==> src/design/ubd_pkg.sv <==
// Package for the UART baud divisor block: clock constants and prescaler tables.
`default_nettype none
package ubd_pkg;

  // Half of the 8 MHz oscillator; every system clock is a multiple of it
  localparam int unsigned OSC_HALF_HZ = 4_000_000;

  // Field widths
  localparam int unsigned CW_W   = 32;
  localparam int unsigned BAUD_W = 24;
  localparam int unsigned CLK_W  = 28;
  localparam int unsigned DIV_W  = 16;
  localparam int unsigned MUL_W  = 6;   // clock multiple of OSC_HALF_HZ, 0..34
  localparam int unsigned SH_W   = 4;   // total prescaler shift, 0..13

  // Divider steps, one quotient bit each
  localparam int unsigned DIV_STEPS = DIV_W;

  // Clock configuration word bit positions
  localparam int unsigned SRC_LSB      = 2;
  localparam int unsigned AHB_LSB      = 4;
  localparam int unsigned SLOW_BUS_LSB = 8;
  localparam int unsigned FAST_BUS_LSB = 11;
  localparam int unsigned PLL_SRC_POS  = 16;
  localparam int unsigned PLL_PRE_POS  = 17;
  localparam int unsigned PLL_MUL_LSB  = 18;

  // System clock source codes
  typedef enum logic [1:0] {
    SRC_OSC0 = 2'd0,
    SRC_OSC1 = 2'd1,
    SRC_PLL  = 2'd2,
    SRC_NONE = 2'd3
  } clk_src_t;

  // AHB prescaler code to right shift
  function automatic logic [SH_W-1:0] ahb_shift(input logic [3:0] code);
    logic [SH_W-1:0] sh;
    case (code)
      4'd8:    sh = 4'd1;
      4'd9:    sh = 4'd2;
      4'd10:   sh = 4'd3;
      4'd11:   sh = 4'd4;
      4'd12:   sh = 4'd6;
      4'd13:   sh = 4'd7;
      4'd14:   sh = 4'd8;
      4'd15:   sh = 4'd9;
      default: sh = 4'd0;
    endcase
    return sh;
  endfunction

  // APB prescaler code to right shift
  function automatic logic [SH_W-1:0] apb_shift(input logic [2:0] code);
    logic [SH_W-1:0] sh;
    case (code)
      3'd4:    sh = 4'd1;
      3'd5:    sh = 4'd2;
      3'd6:    sh = 4'd3;
      3'd7:    sh = 4'd4;
      default: sh = 4'd0;
    endcase
    return sh;
  endfunction

endpackage
`default_nettype wire

==> src/design/uart_baud_divisor_from_clock_tree.sv <==
// Top level: pipelined peripheral clock derivation and rounded baud divisor.
//
//  channel  | ports                                         | transfer
//  ---------+-----------------------------------------------+---------------------------
//  input    | start, busy, in_clock_config, in_baud_rate,   | start high, busy low
//           | in_on_fast_bus                                |
//  result   | out_valid, out_divisor,                       | out_valid high, one cycle
//           | out_peripheral_clock_hz, out_divisor_saturated,|
//           | out_baud_invalid                              |
//
// One item enters per cycle; busy is always low. Each result passes through three
// front stages (decode, clock multiply and shift, round and overflow check),
// then 16 restoring-divider stages, one quotient bit each, and an output register.
// Reset clears only the valid bits. The receiver cannot hold results off, so
// nothing in the pipeline ever waits.
`default_nettype none
module uart_baud_divisor_from_clock_tree
  import ubd_pkg::*;
(
  input  wire logic                clk,
  input  wire logic                rst_n,
  input  wire logic                start,
  output logic                     busy,
  input  wire logic [CW_W-1:0]     in_clock_config,
  input  wire logic [BAUD_W-1:0]   in_baud_rate,
  input  wire logic                in_on_fast_bus,
  output logic                     out_valid,
  output logic [DIV_W-1:0]         out_divisor,
  output logic [CLK_W-1:0]         out_peripheral_clock_hz,
  output logic                     out_divisor_saturated,
  output logic                     out_baud_invalid
);

  localparam int unsigned LATENCY = DIV_STEPS + 4;
  localparam int unsigned WIDE_W  = BAUD_W + DIV_W;

  logic in_xfer;
  assign busy    = 1'b0;
  assign in_xfer = start & ~busy;

  // ---------------- stage 1: decode clock source and prescalers ----------------
  logic              v1_r;
  logic [MUL_W-1:0]  m1_r, m1_nxt;
  logic [SH_W-1:0]   sh1_r, sh1_nxt;
  logic [BAUD_W-1:0] baud1_r;

  clk_src_t         src;
  logic [4:0]       pll_fac;
  logic             pll_half;
  logic [2:0]       apb_code;

  always_comb begin
    src      = clk_src_t'(in_clock_config[SRC_LSB +: 2]);
    pll_fac  = {1'b0, in_clock_config[PLL_MUL_LSB +: 4]} + 5'd2;
    pll_half = ~in_clock_config[PLL_SRC_POS] | in_clock_config[PLL_PRE_POS];
    case (src)
      SRC_OSC0, SRC_OSC1: m1_nxt = MUL_W'(2);
      SRC_PLL:            m1_nxt = pll_half ? MUL_W'(pll_fac) : {pll_fac, 1'b0};
      default:            m1_nxt = '0;
    endcase
    apb_code = in_on_fast_bus ? in_clock_config[FAST_BUS_LSB +: 3]
                              : in_clock_config[SLOW_BUS_LSB +: 3];
    sh1_nxt  = ahb_shift(in_clock_config[AHB_LSB +: 4]) + apb_shift(apb_code);
  end

  // ---------------- stage 2: scale and apply prescalers ----------------
  logic              v2_r;
  logic [CLK_W-1:0]  clk2_r, clk2_nxt;
  logic [BAUD_W-1:0] baud2_r;

  always_comb begin
    clk2_nxt = (CLK_W'(m1_r) * CLK_W'(OSC_HALF_HZ)) >> sh1_r;
  end

  // ---------------- stage 3: rounding offset and overflow check ----------------
  logic [CLK_W-1:0]  dvd3_nxt;
  logic              sat3_nxt;

  always_comb begin
    dvd3_nxt = clk2_r + CLK_W'(baud2_r >> 1);
    // quotient exceeds 16 bits when dividend >= baud * 2^16
    sat3_nxt = {{(BAUD_W-CLK_W+DIV_W){1'b0}}, dvd3_nxt[CLK_W-1:DIV_W]} >= baud2_r;
  end

  // Divider pipeline registers; index 0 is the stage 3 output
  logic              dv_r    [0:DIV_STEPS];
  logic [CLK_W-1:0]  rem_r   [0:DIV_STEPS];
  logic [DIV_W-1:0]  quo_r   [0:DIV_STEPS];
  logic [BAUD_W-1:0] dbaud_r [0:DIV_STEPS];
  logic [CLK_W-1:0]  dclk_r  [0:DIV_STEPS];
  logic              dsat_r  [0:DIV_STEPS];

  // Front stage valid bits
  always_ff @(posedge clk) begin
    if (!rst_n) begin
      v1_r     <= 1'b0;
      v2_r     <= 1'b0;
      dv_r[0]  <= 1'b0;
    end else begin
      v1_r     <= in_xfer;
      v2_r     <= v1_r;
      dv_r[0]  <= v2_r;
    end
  end

  // Front stage payload
  always_ff @(posedge clk) begin
    m1_r       <= m1_nxt;
    sh1_r      <= sh1_nxt;
    baud1_r    <= in_baud_rate;
    clk2_r     <= clk2_nxt;
    baud2_r    <= baud1_r;
    rem_r[0]   <= dvd3_nxt;
    quo_r[0]   <= '0;
    dbaud_r[0] <= baud2_r;
    dclk_r[0]  <= clk2_r;
    dsat_r[0]  <= sat3_nxt;
  end

  // ---------------- restoring divider, one quotient bit per stage ----------------
  for (genvar k = 1; k <= DIV_STEPS; k++) begin : g_div
    logic [WIDE_W-1:0] bsh;
    logic [WIDE_W:0]   diff;
    logic              ge;
    logic [CLK_W-1:0]  rem_nxt;

    always_comb begin
      bsh     = {{DIV_W{1'b0}}, dbaud_r[k-1]} << (DIV_STEPS - k);
      diff    = {{(WIDE_W-CLK_W+1){1'b0}}, rem_r[k-1]} - {1'b0, bsh};
      ge      = ~diff[WIDE_W];
      rem_nxt = ge ? diff[CLK_W-1:0] : rem_r[k-1];
    end

    always_ff @(posedge clk) begin
      if (!rst_n) begin
        dv_r[k] <= 1'b0;
      end else begin
        dv_r[k] <= dv_r[k-1];
      end
    end

    always_ff @(posedge clk) begin
      rem_r[k]   <= rem_nxt;
      quo_r[k]   <= {quo_r[k-1][DIV_W-2:0], ge};
      dbaud_r[k] <= dbaud_r[k-1];
      dclk_r[k]  <= dclk_r[k-1];
      dsat_r[k]  <= dsat_r[k-1];
    end
  end

  // ---------------- output register ----------------
  logic              out_valid_r;
  logic [DIV_W-1:0]  out_div_r, out_div_nxt;
  logic [CLK_W-1:0]  out_clk_r;
  logic              out_sat_r, out_sat_nxt;
  logic              out_bad_r, out_bad_nxt;

  always_comb begin
    out_bad_nxt = (dbaud_r[DIV_STEPS] == '0);
    out_sat_nxt = dsat_r[DIV_STEPS] & ~out_bad_nxt;
    if (out_bad_nxt) begin
      out_div_nxt = '0;
    end else if (out_sat_nxt) begin
      out_div_nxt = '1;
    end else begin
      out_div_nxt = quo_r[DIV_STEPS];
    end
  end

  always_ff @(posedge clk) begin
    if (!rst_n) begin
      out_valid_r <= 1'b0;
    end else begin
      out_valid_r <= dv_r[DIV_STEPS];
    end
  end

  always_ff @(posedge clk) begin
    out_div_r <= out_div_nxt;
    out_clk_r <= dclk_r[DIV_STEPS];
    out_sat_r <= out_sat_nxt;
    out_bad_r <= out_bad_nxt;
  end

  assign out_valid               = out_valid_r;
  assign out_divisor             = out_div_r;
  assign out_peripheral_clock_hz = out_clk_r;
  assign out_divisor_saturated   = out_sat_r;
  assign out_baud_invalid        = out_bad_r;

  // ---------------- assertions ----------------
  // every accepted item comes out after the fixed pipeline latency
  a_latency: assert property (@(posedge clk) disable iff (!rst_n)
    in_xfer |-> ##LATENCY out_valid)
    else $error("result missing after pipeline latency");

  // nothing comes out that was not started
  a_no_phantom: assert property (@(posedge clk) disable iff (!rst_n)
    out_valid |-> $past(in_xfer, LATENCY))
    else $error("result without a matching start");

  // zero baud forces a zero divisor and no saturation flag
  a_bad_baud: assert property (@(posedge clk) disable iff (!rst_n)
    (out_valid && out_baud_invalid) |-> (out_divisor == '0 && !out_divisor_saturated))
    else $error("zero baud result inconsistent");

  // saturation clamps the divisor to all ones
  a_sat: assert property (@(posedge clk) disable iff (!rst_n)
    (out_valid && out_divisor_saturated) |-> (out_divisor == '1))
    else $error("saturated divisor not clamped");

endmodule
`default_nettype wire
==> config.mk <==
export PLATFORM = sky130hd
export DESIGN_NAME = uart_baud_divisor_from_clock_tree
export DESIGN_NICKNAME = d
export VERILOG_FILES = /design/src/design/ubd_pkg.sv /design/src/design/uart_baud_divisor_from_clock_tree.sv
export SDC_FILE = /design/constraint.sdc
export NUM_CORES = 2
export LEC_CHECK = 0
export BUFFER_PORTS_ARGS = -buffer_cell sky130_fd_sc_hd__buf_2
export CORE_ASPECT_RATIO = 0.75
export CORE_MARGIN = 2
export CORE_UTILIZATION = 55
export DETAILED_ROUTE_END_ITERATION = 10
export PLACE_DENSITY = 0.81
export SYNTH_ARGS = -nofsm -noshare
export SYNTH_HDL_FRONTEND = slang
export SYNTH_SLANG_ARGS = --single-unit
==> constraint.sdc <==
create_clock -name clk -period 6.4 [get_ports clk]
set_clock_uncertainty 0.2 [all_clocks]
set_input_delay 0.32 -clock clk [delete_from_list [all_inputs] [get_ports clk]]
set_output_delay 0.32 -clock clk [all_outputs]
set_load 0.005 [all_outputs]
# Word-level counts from Yosys, hierarchy flattened
# Memories as Yosys holds them, arrays and structs flattened. A register that Yosys moved wholly into a read port is not among the register bits.
# Index checks and enable logic that the tools add are counted.
[totals]
regBits = 106
latch_bits = 0
ram_bits = 1666
mem_bits_ro = 64
input_bits = 60
elab_cells = 126
memories = 7
[classes]
n_addsub = 19
mul = 1
div = 0
n_lt_le_gt_ge = 1
n_eq_ne = 6
shift = 1
n_mux = 40
n_bitwise = 37
reduce_logical = 4
[memory_table]
columns = ["memory", "depth", "width", "read_ports", "rd_ports_with_merged_regs", "wr", "line", "source"]
rows = [
  ["dclk_r", 17, 28, 17, 1, 17, "uart_baud_divisor_from_clock_tree.sv:90", "logic [CLK_W-1:0] dclk_r [0:DIV_STEPS];"],
  ["rem_r", 17, 28, 16, 0, 17, "uart_baud_divisor_from_clock_tree.sv:87", "logic [CLK_W-1:0] rem_r [0:DIV_STEPS];"],
  ["dbaud_r", 17, 24, 17, 0, 17, "uart_baud_divisor_from_clock_tree.sv:89", "logic [BAUD_W-1:0] dbaud_r [0:DIV_STEPS];"],
  ["quo_r", 17, 16, 17, 0, 17, "uart_baud_divisor_from_clock_tree.sv:88", "logic [DIV_W-1:0] quo_r [0:DIV_STEPS];"],
  ["(no name shown)", 16, 4, 1, 0, 0, "ubd_pkg.sv:39", "case (code)"],
  ["dsat_r", 17, 1, 17, 0, 17, "uart_baud_divisor_from_clock_tree.sv:91", "logic dsat_r [0:DIV_STEPS];"],
  ["1 more memories", "n/a", "n/a", "n/a", "n/a", "n/a", "n/a", ""],
]
[op_table]
columns = ["op", "count"]
rows = [
  ["two-way mux 28 bit", 16],
  ["subtractor 28 x 39 -> 40 bit", 1],
  ["subtractor 28 x 38 -> 39 bit", 1],
  ["subtractor 28 x 37 -> 38 bit", 1],
  ["subtractor 28 x 36 -> 37 bit", 1],
  ["subtractor 28 x 35 -> 36 bit", 1],
  ["subtractor 28 x 34 -> 35 bit", 1],
  ["subtractor 28 x 33 -> 34 bit", 1],
  ["subtractor 28 x 32 -> 33 bit", 1],
  ["subtractor 28 x 31 -> 32 bit", 1],
  ["subtractor 28 x 30 -> 31 bit", 1],
  ["subtractor 28 x 29 -> 30 bit", 1],
  ["subtractor 28 x 24 -> 29 bit", 1],
  ["subtractor 28 x 25 -> 29 bit", 1],
  ["subtractor 28 x 26 -> 29 bit", 1],
  ["subtractor 28 x 27 -> 29 bit", 1],
  ["subtractor 28 x 28 -> 29 bit", 1],
  ["adder 28 x 23 -> 28 bit", 1],
  [">> shifter 28 x 4 -> 28 bit", 1],
  [">= comparator 12 x 24 -> 1 bit", 1],
  ["logical NOT 24 bit", 1],
  ["multiplier 6 x 14 -> 20 bit (second input constant)", 1],
  ["two-way mux 1 bit", 19],
  ["inverter 1 bit", 18],
  ["other kinds (15)", 35],
]

# Logic depth before layout (Yosys ltp)
# An unclocked memory read counts as a cell.
[logic_depth]
ltp_word = 5
mapped_depth = 19
depth_no_buf = 19

# Least setup slack after synthesis
# Ideal clock, no wire load.
[synth_timing]
kind = "reg2reg"
startpoint = "register m1_r[4]"
endpoint = "register clk2_r[18]"
setup_time_ns = 0.123
arrival_ns = 4.029
path_slack_ns = 2.048
path_stages_with_launch = 16
cell_sequence = "dfxtp_1 fa_1 fa_1 inv_1 fa_1 inv_1 ha_1 nand2_1 nor2_1 a221o_1 a21oi_1 o21ai_0 xnor2_1 mux2_2 nor3_1 or2_2"
[synth_via]
elab_chain_cells = 2
[synth_lines]
columns = ["element", "line", "source"]
rows = [
  ["start, declared", "uart_baud_divisor_from_clock_tree.sv:43", "logic [MUL_W-1:0] m1_r, m1_nxt;"],
  ["start signal, assigned", "uart_baud_divisor_from_clock_tree.sv:108", "m1_r <= m1_nxt;"],
  ["multiplier 6 x 14 -> 20 bit", "uart_baud_divisor_from_clock_tree.sv:72", "clk2_nxt = (CLK_W'(m1_r) * CLK_W'(OSC_HALF_HZ)) >> sh1_r;"],
  [">> shifter 28 x 4 -> 28 bit", "uart_baud_divisor_from_clock_tree.sv:72", ""],
  ["via clk2_nxt[18]", "uart_baud_divisor_from_clock_tree.sv:68", "logic [CLK_W-1:0] clk2_r, clk2_nxt;"],
  ["end signal, assigned", "uart_baud_divisor_from_clock_tree.sv:111", "clk2_r <= clk2_nxt;"],
  ["end, declared", "uart_baud_divisor_from_clock_tree.sv:68", ""],
]
# The timed path passes the listed nets, and every way through them passes these cells.
# A chain may end at the register's enable or synchronous reset.

# Final worst setup path
[layout_timing]
startpoint = "register m1_r[4]"
endpoint = "register clk2_r[16]"
# The elaborated chain is that of the path after synthesis.

==> metrics.md <==
| Metric | Value |
|---|---|
| H-tree depth | 4 |
| # clock sinks | 1,637 |
| WL per Instance | 15.8 um |
| Core ar. | 99,300 um^2 |
| 1st-iter DRT viols | 2,290 |
| Longest Clk Path Bufs | 3 |
| GPL Wtd Cong | 0.962 |
| Switch share | 31.1% |
| DRC | 0 |
| Unrepaired setup endpoints after global routing | false |
| DRT antenna net count | 0 |
| Avg Inst Size Synth | 11.4 um^2 |
| Vias in the first global route | 34,400 |
| Synth Area in Simple Gates | 7.81% |
| First-pass GRT wire length | 170,000 um |
| Synthesized flop and latch total | 1,637 |
| Final nets | 5,580 |
| Synth cell types | 85 |
| Worst slew pin tran | 1.12 ns |
| Post-synth EDFFs | 0 |
| Relative slew margins | 25.4% |
| Fmax | 0.203 GHz |
| Port buffer count | 92 |
| DR pass1 iterations | 5 |
| Post-synthesis compound-gate area fraction | 10.4% |
| Final Max Tran Viols | 0 |
| Required @ worst endpoint | 6.83 ns |
| Crit path time final | 4.92 ns |
| Worst-path clk slew | 0.07 ns |
| Layout cells sized above 1 | 10.8% |
| Fin. Hold Viols | 0 |
| Final setup violation count | 0 |
| Crit path launch type | flip-flop |
| Die width | 370 um |
| Period utilization | 76.8% |
| Worst Hold Class | flip-flop to flip-flop |
| Most common cell after layout, fill and taps aside | dfxtp_1 |
| Die height | 278 um |
| Post-DP HPWL | 69,700 um |
| Switching pwr | 0.00982 W |
| Finished Cell Area | 62,600 um^2 |
| Area Overhead vs Synth | 13.5% |
| Setup Fix Bufs, Post-CTS | 0 |
| GRT Util Overall | 20.2% |
| Clock Power Share | 27.0% |
| Post-CTS Resized | 0 |
| Clock root buffer | clkbuf_16 |
| Post-CTS Hold Fix Bufs | 78 |
| Crit-path max FO | 8 |
| Worst Setup End Kind | flip-flop |
| Main synth FF type | dfxtp_1 |
| Post-synthesis sequential area ratio | 59.4% |
| FFs w/ async S/R, synth | 0% |
| Remaining global-route overflow | 0 |
| Cell Rows | 100 |
| Post-Syn Instances | 4,840 |
| Commonest cells after routing, fill and taps aside | dfxtp_1 (1,637), inv_1 (439), ha_1 (391) |
| Int Pwr | 0.0218 W |
| DR vias/cell | 5.19 |
| Post-Synth XOR/XNOR Area | 4.08% |
| Crit path kind | flip-flop to flip-flop |
| Initial antenna violation count | 2 |
| Worst skew pair latency | 0.76 ns |
| Wirelength, routed | 103,000 um |
| Largest net degree at the start of global routing | 39 |
| Post-synthesis mux area share | 4.87% |
| Power Dens Cells | 504 nW/um^2 |
| YS warnings | 0 |
| IO Count | 108 |
| DP Area | 57,100 um^2 |
| Setup_tns | 0 ns |
| Post-Synth Adder-Cell Area | 9.85% |
| Largest family of logic cells by synthesized area | compound AO/OA/AOI/OAI gates |
| Area of the mapped netlist | 55,100 um^2 |
| Initial Util | 55.5% |
| Vias | 34,000 |
| Status | complete, no violations |
| Max-cap violations | 0 |
| CTS tree | built |
| Pleak | 28.5 nW |
| Syn_nets | 5,318 |
| VDD IR-drop max | 284 uV |
| Total CTS buffers | 142 |
| Die footprint | 103,000 um^2 |
| Seq pwr share | 43.6% |
| Crit path DAT | 5.35 ns |
| Comb pwr share | 29.4% |
[power by group through the flow]
stage / Sequential (W) / Combinational, W / Clock (W)
CTS: 0.0138 / 0.00915 / 0.00874
detailed placement: 0.0139 / 0.00886 / 0
global placement: 0.0138 / 0.00852 / 0
floorplan: 0.0135 / 0.00728 / 0
global route: 0.0140 / 0.0103 / 0.00915
finish: 0.0138 / 0.00927 / 0.00854
[registers in the layout, indices dropped and copies added, names as in the netlist, 4 cells and up]
register / flops
out_divisor: 16
quo_r: 136
dv_r: 17
m1_r: 6
dbaud_r: 408
dclk_r: 476
baud2_r: 24
out_peripheral_clock_hz: 28
rem_r: 448
clk2_r: 28
sh1_r: 4
dsat_r: 17
baud1_r: 24
[layout make-up]
cell class | instances | area, um^2
fillers | 7256 | 36800
inverters | 440 | 1650
clock buffers | 194 | 4020
diodes | 1 | 2.50
flip-flops and latches | 1637 | 32800
well taps | 1326 | 1660
repair buffers | 184 | 1350
multi-input cells | 2697 | 20400
clock inverters | 61 | 691
[cell usage after synthesis, drive strengths merged, types with 6 or more instances]
| cell | instances | area, um^2 |
|---|---|---|
| nor4 | 27 | 169 |
| dfxtp | 1637 | 32800 |
| xor2 | 92 | 806 |
| o211ai | 22 | 165 |
| a21oi | 241 | 1210 |
| a211oi | 29 | 223 |
| o22a | 6 | 52.6 |
| ha | 391 | 4890 |
| mux2 | 185 | 2110 |
| nor3 | 67 | 335 |
| o21ai | 210 | 1060 |
| buf | 18 | 100 |
| xnor2 | 165 | 1450 |
| clkbuf | 48 | 180 |
| o2111ai | 8 | 70.1 |
| a21boi | 14 | 105 |
| nand4 | 15 | 93.8 |
| or3 | 28 | 175 |
| a31o | 7 | 61.3 |
| and3 | 22 | 138 |
| nor2 | 272 | 1020 |
| a211o | 8 | 70.1 |
| o21bai | 14 | 105 |
| o31ai | 19 | 143 |
| mux2i | 55 | 551 |
| nand2b | 53 | 332 |
| inv | 439 | 1650 |
| nor2b | 63 | 394 |
| o41ai | 7 | 61.3 |
| o22ai | 16 | 100 |
| and2 | 45 | 282 |
| fa | 27 | 541 |
| nand3 | 58 | 290 |
| a31oi | 35 | 219 |
| o21a | 74 | 557 |
| or2 | 20 | 125 |
| nand2 | 184 | 691 |
| a221oi | 8 | 70.1 |
| a21o | 110 | 827 |
| nand3b | 7 | 52.6 |
| o31a | 13 | 114 |
[logic make-up after synthesis]
family / count (synthesis)
buf+inv: 506
fa+ha+maj: 418
mux: 241
other cells: 1
xor+xnor: 257
simple gates: 885
compound gates: 895
flops: 1637
[worst max-delay path, stage by stage (launching register included)]
cell	delay, ns
dfxtp_1	0.58
fa_1	0.54
fa_1	0.52
inv_1	0.05
fa_1	0.52
inv_1	0.04
ha_1	0.34
nand2_1	0.13
nor2_1	0.07
a221o_1	0.32
a21oi_1	0.22
o21ai_0	0.15
xnor2_1	0.44
nor2_1	0.07
o21ai_0	0.43
o22ai_1	0.16
[per-layer routing]
metal  global-route usage [%]  part of all wire, %  up-vias
met1                     24.5                   44    15800
met4                     9.19                  3.7        0
li1                         -                    -    17000
met5                        0                    0        -
met3                     3.36                  4.4      284
met2                     35.2                   48      894
[final timing paths]
check,end,slack (ns),from,cells after the start
worst max-delay path,clk2_r[16],1.48,m1_r[4],15
worst min-delay path,quo_r[0][150],0.11,quo_r[0][133],0
worst max register to register,clk2_r[16],1.48,m1_r[4],15
worst min register to register,quo_r[0][150],0.11,quo_r[0][133],0
[stage by stage]
step | util [%] | power, W | std cells | worst slack (ns) | hold slack, ns
2_1_floorplan | - | 0.0207 | 4840 | 2.05 | 0.110
5_1_grt | 63.0 | 0.0335 | 6539 | 1.20 | 0.115
6_report | 63.0 | 0.0316 | 6540 | 1.48 | 0.107
3_3_place_gp | 57.5 | 0.0223 | 6206 | 1.52 | 0.110
3_5_place_dp | 57.5 | 0.0228 | 6206 | 1.56 | 0.112
4_1_cts | 63.0 | 0.0317 | 6539 | 1.53 | 0.0632
No activity file was read; power rests on OpenSTA's default activity.
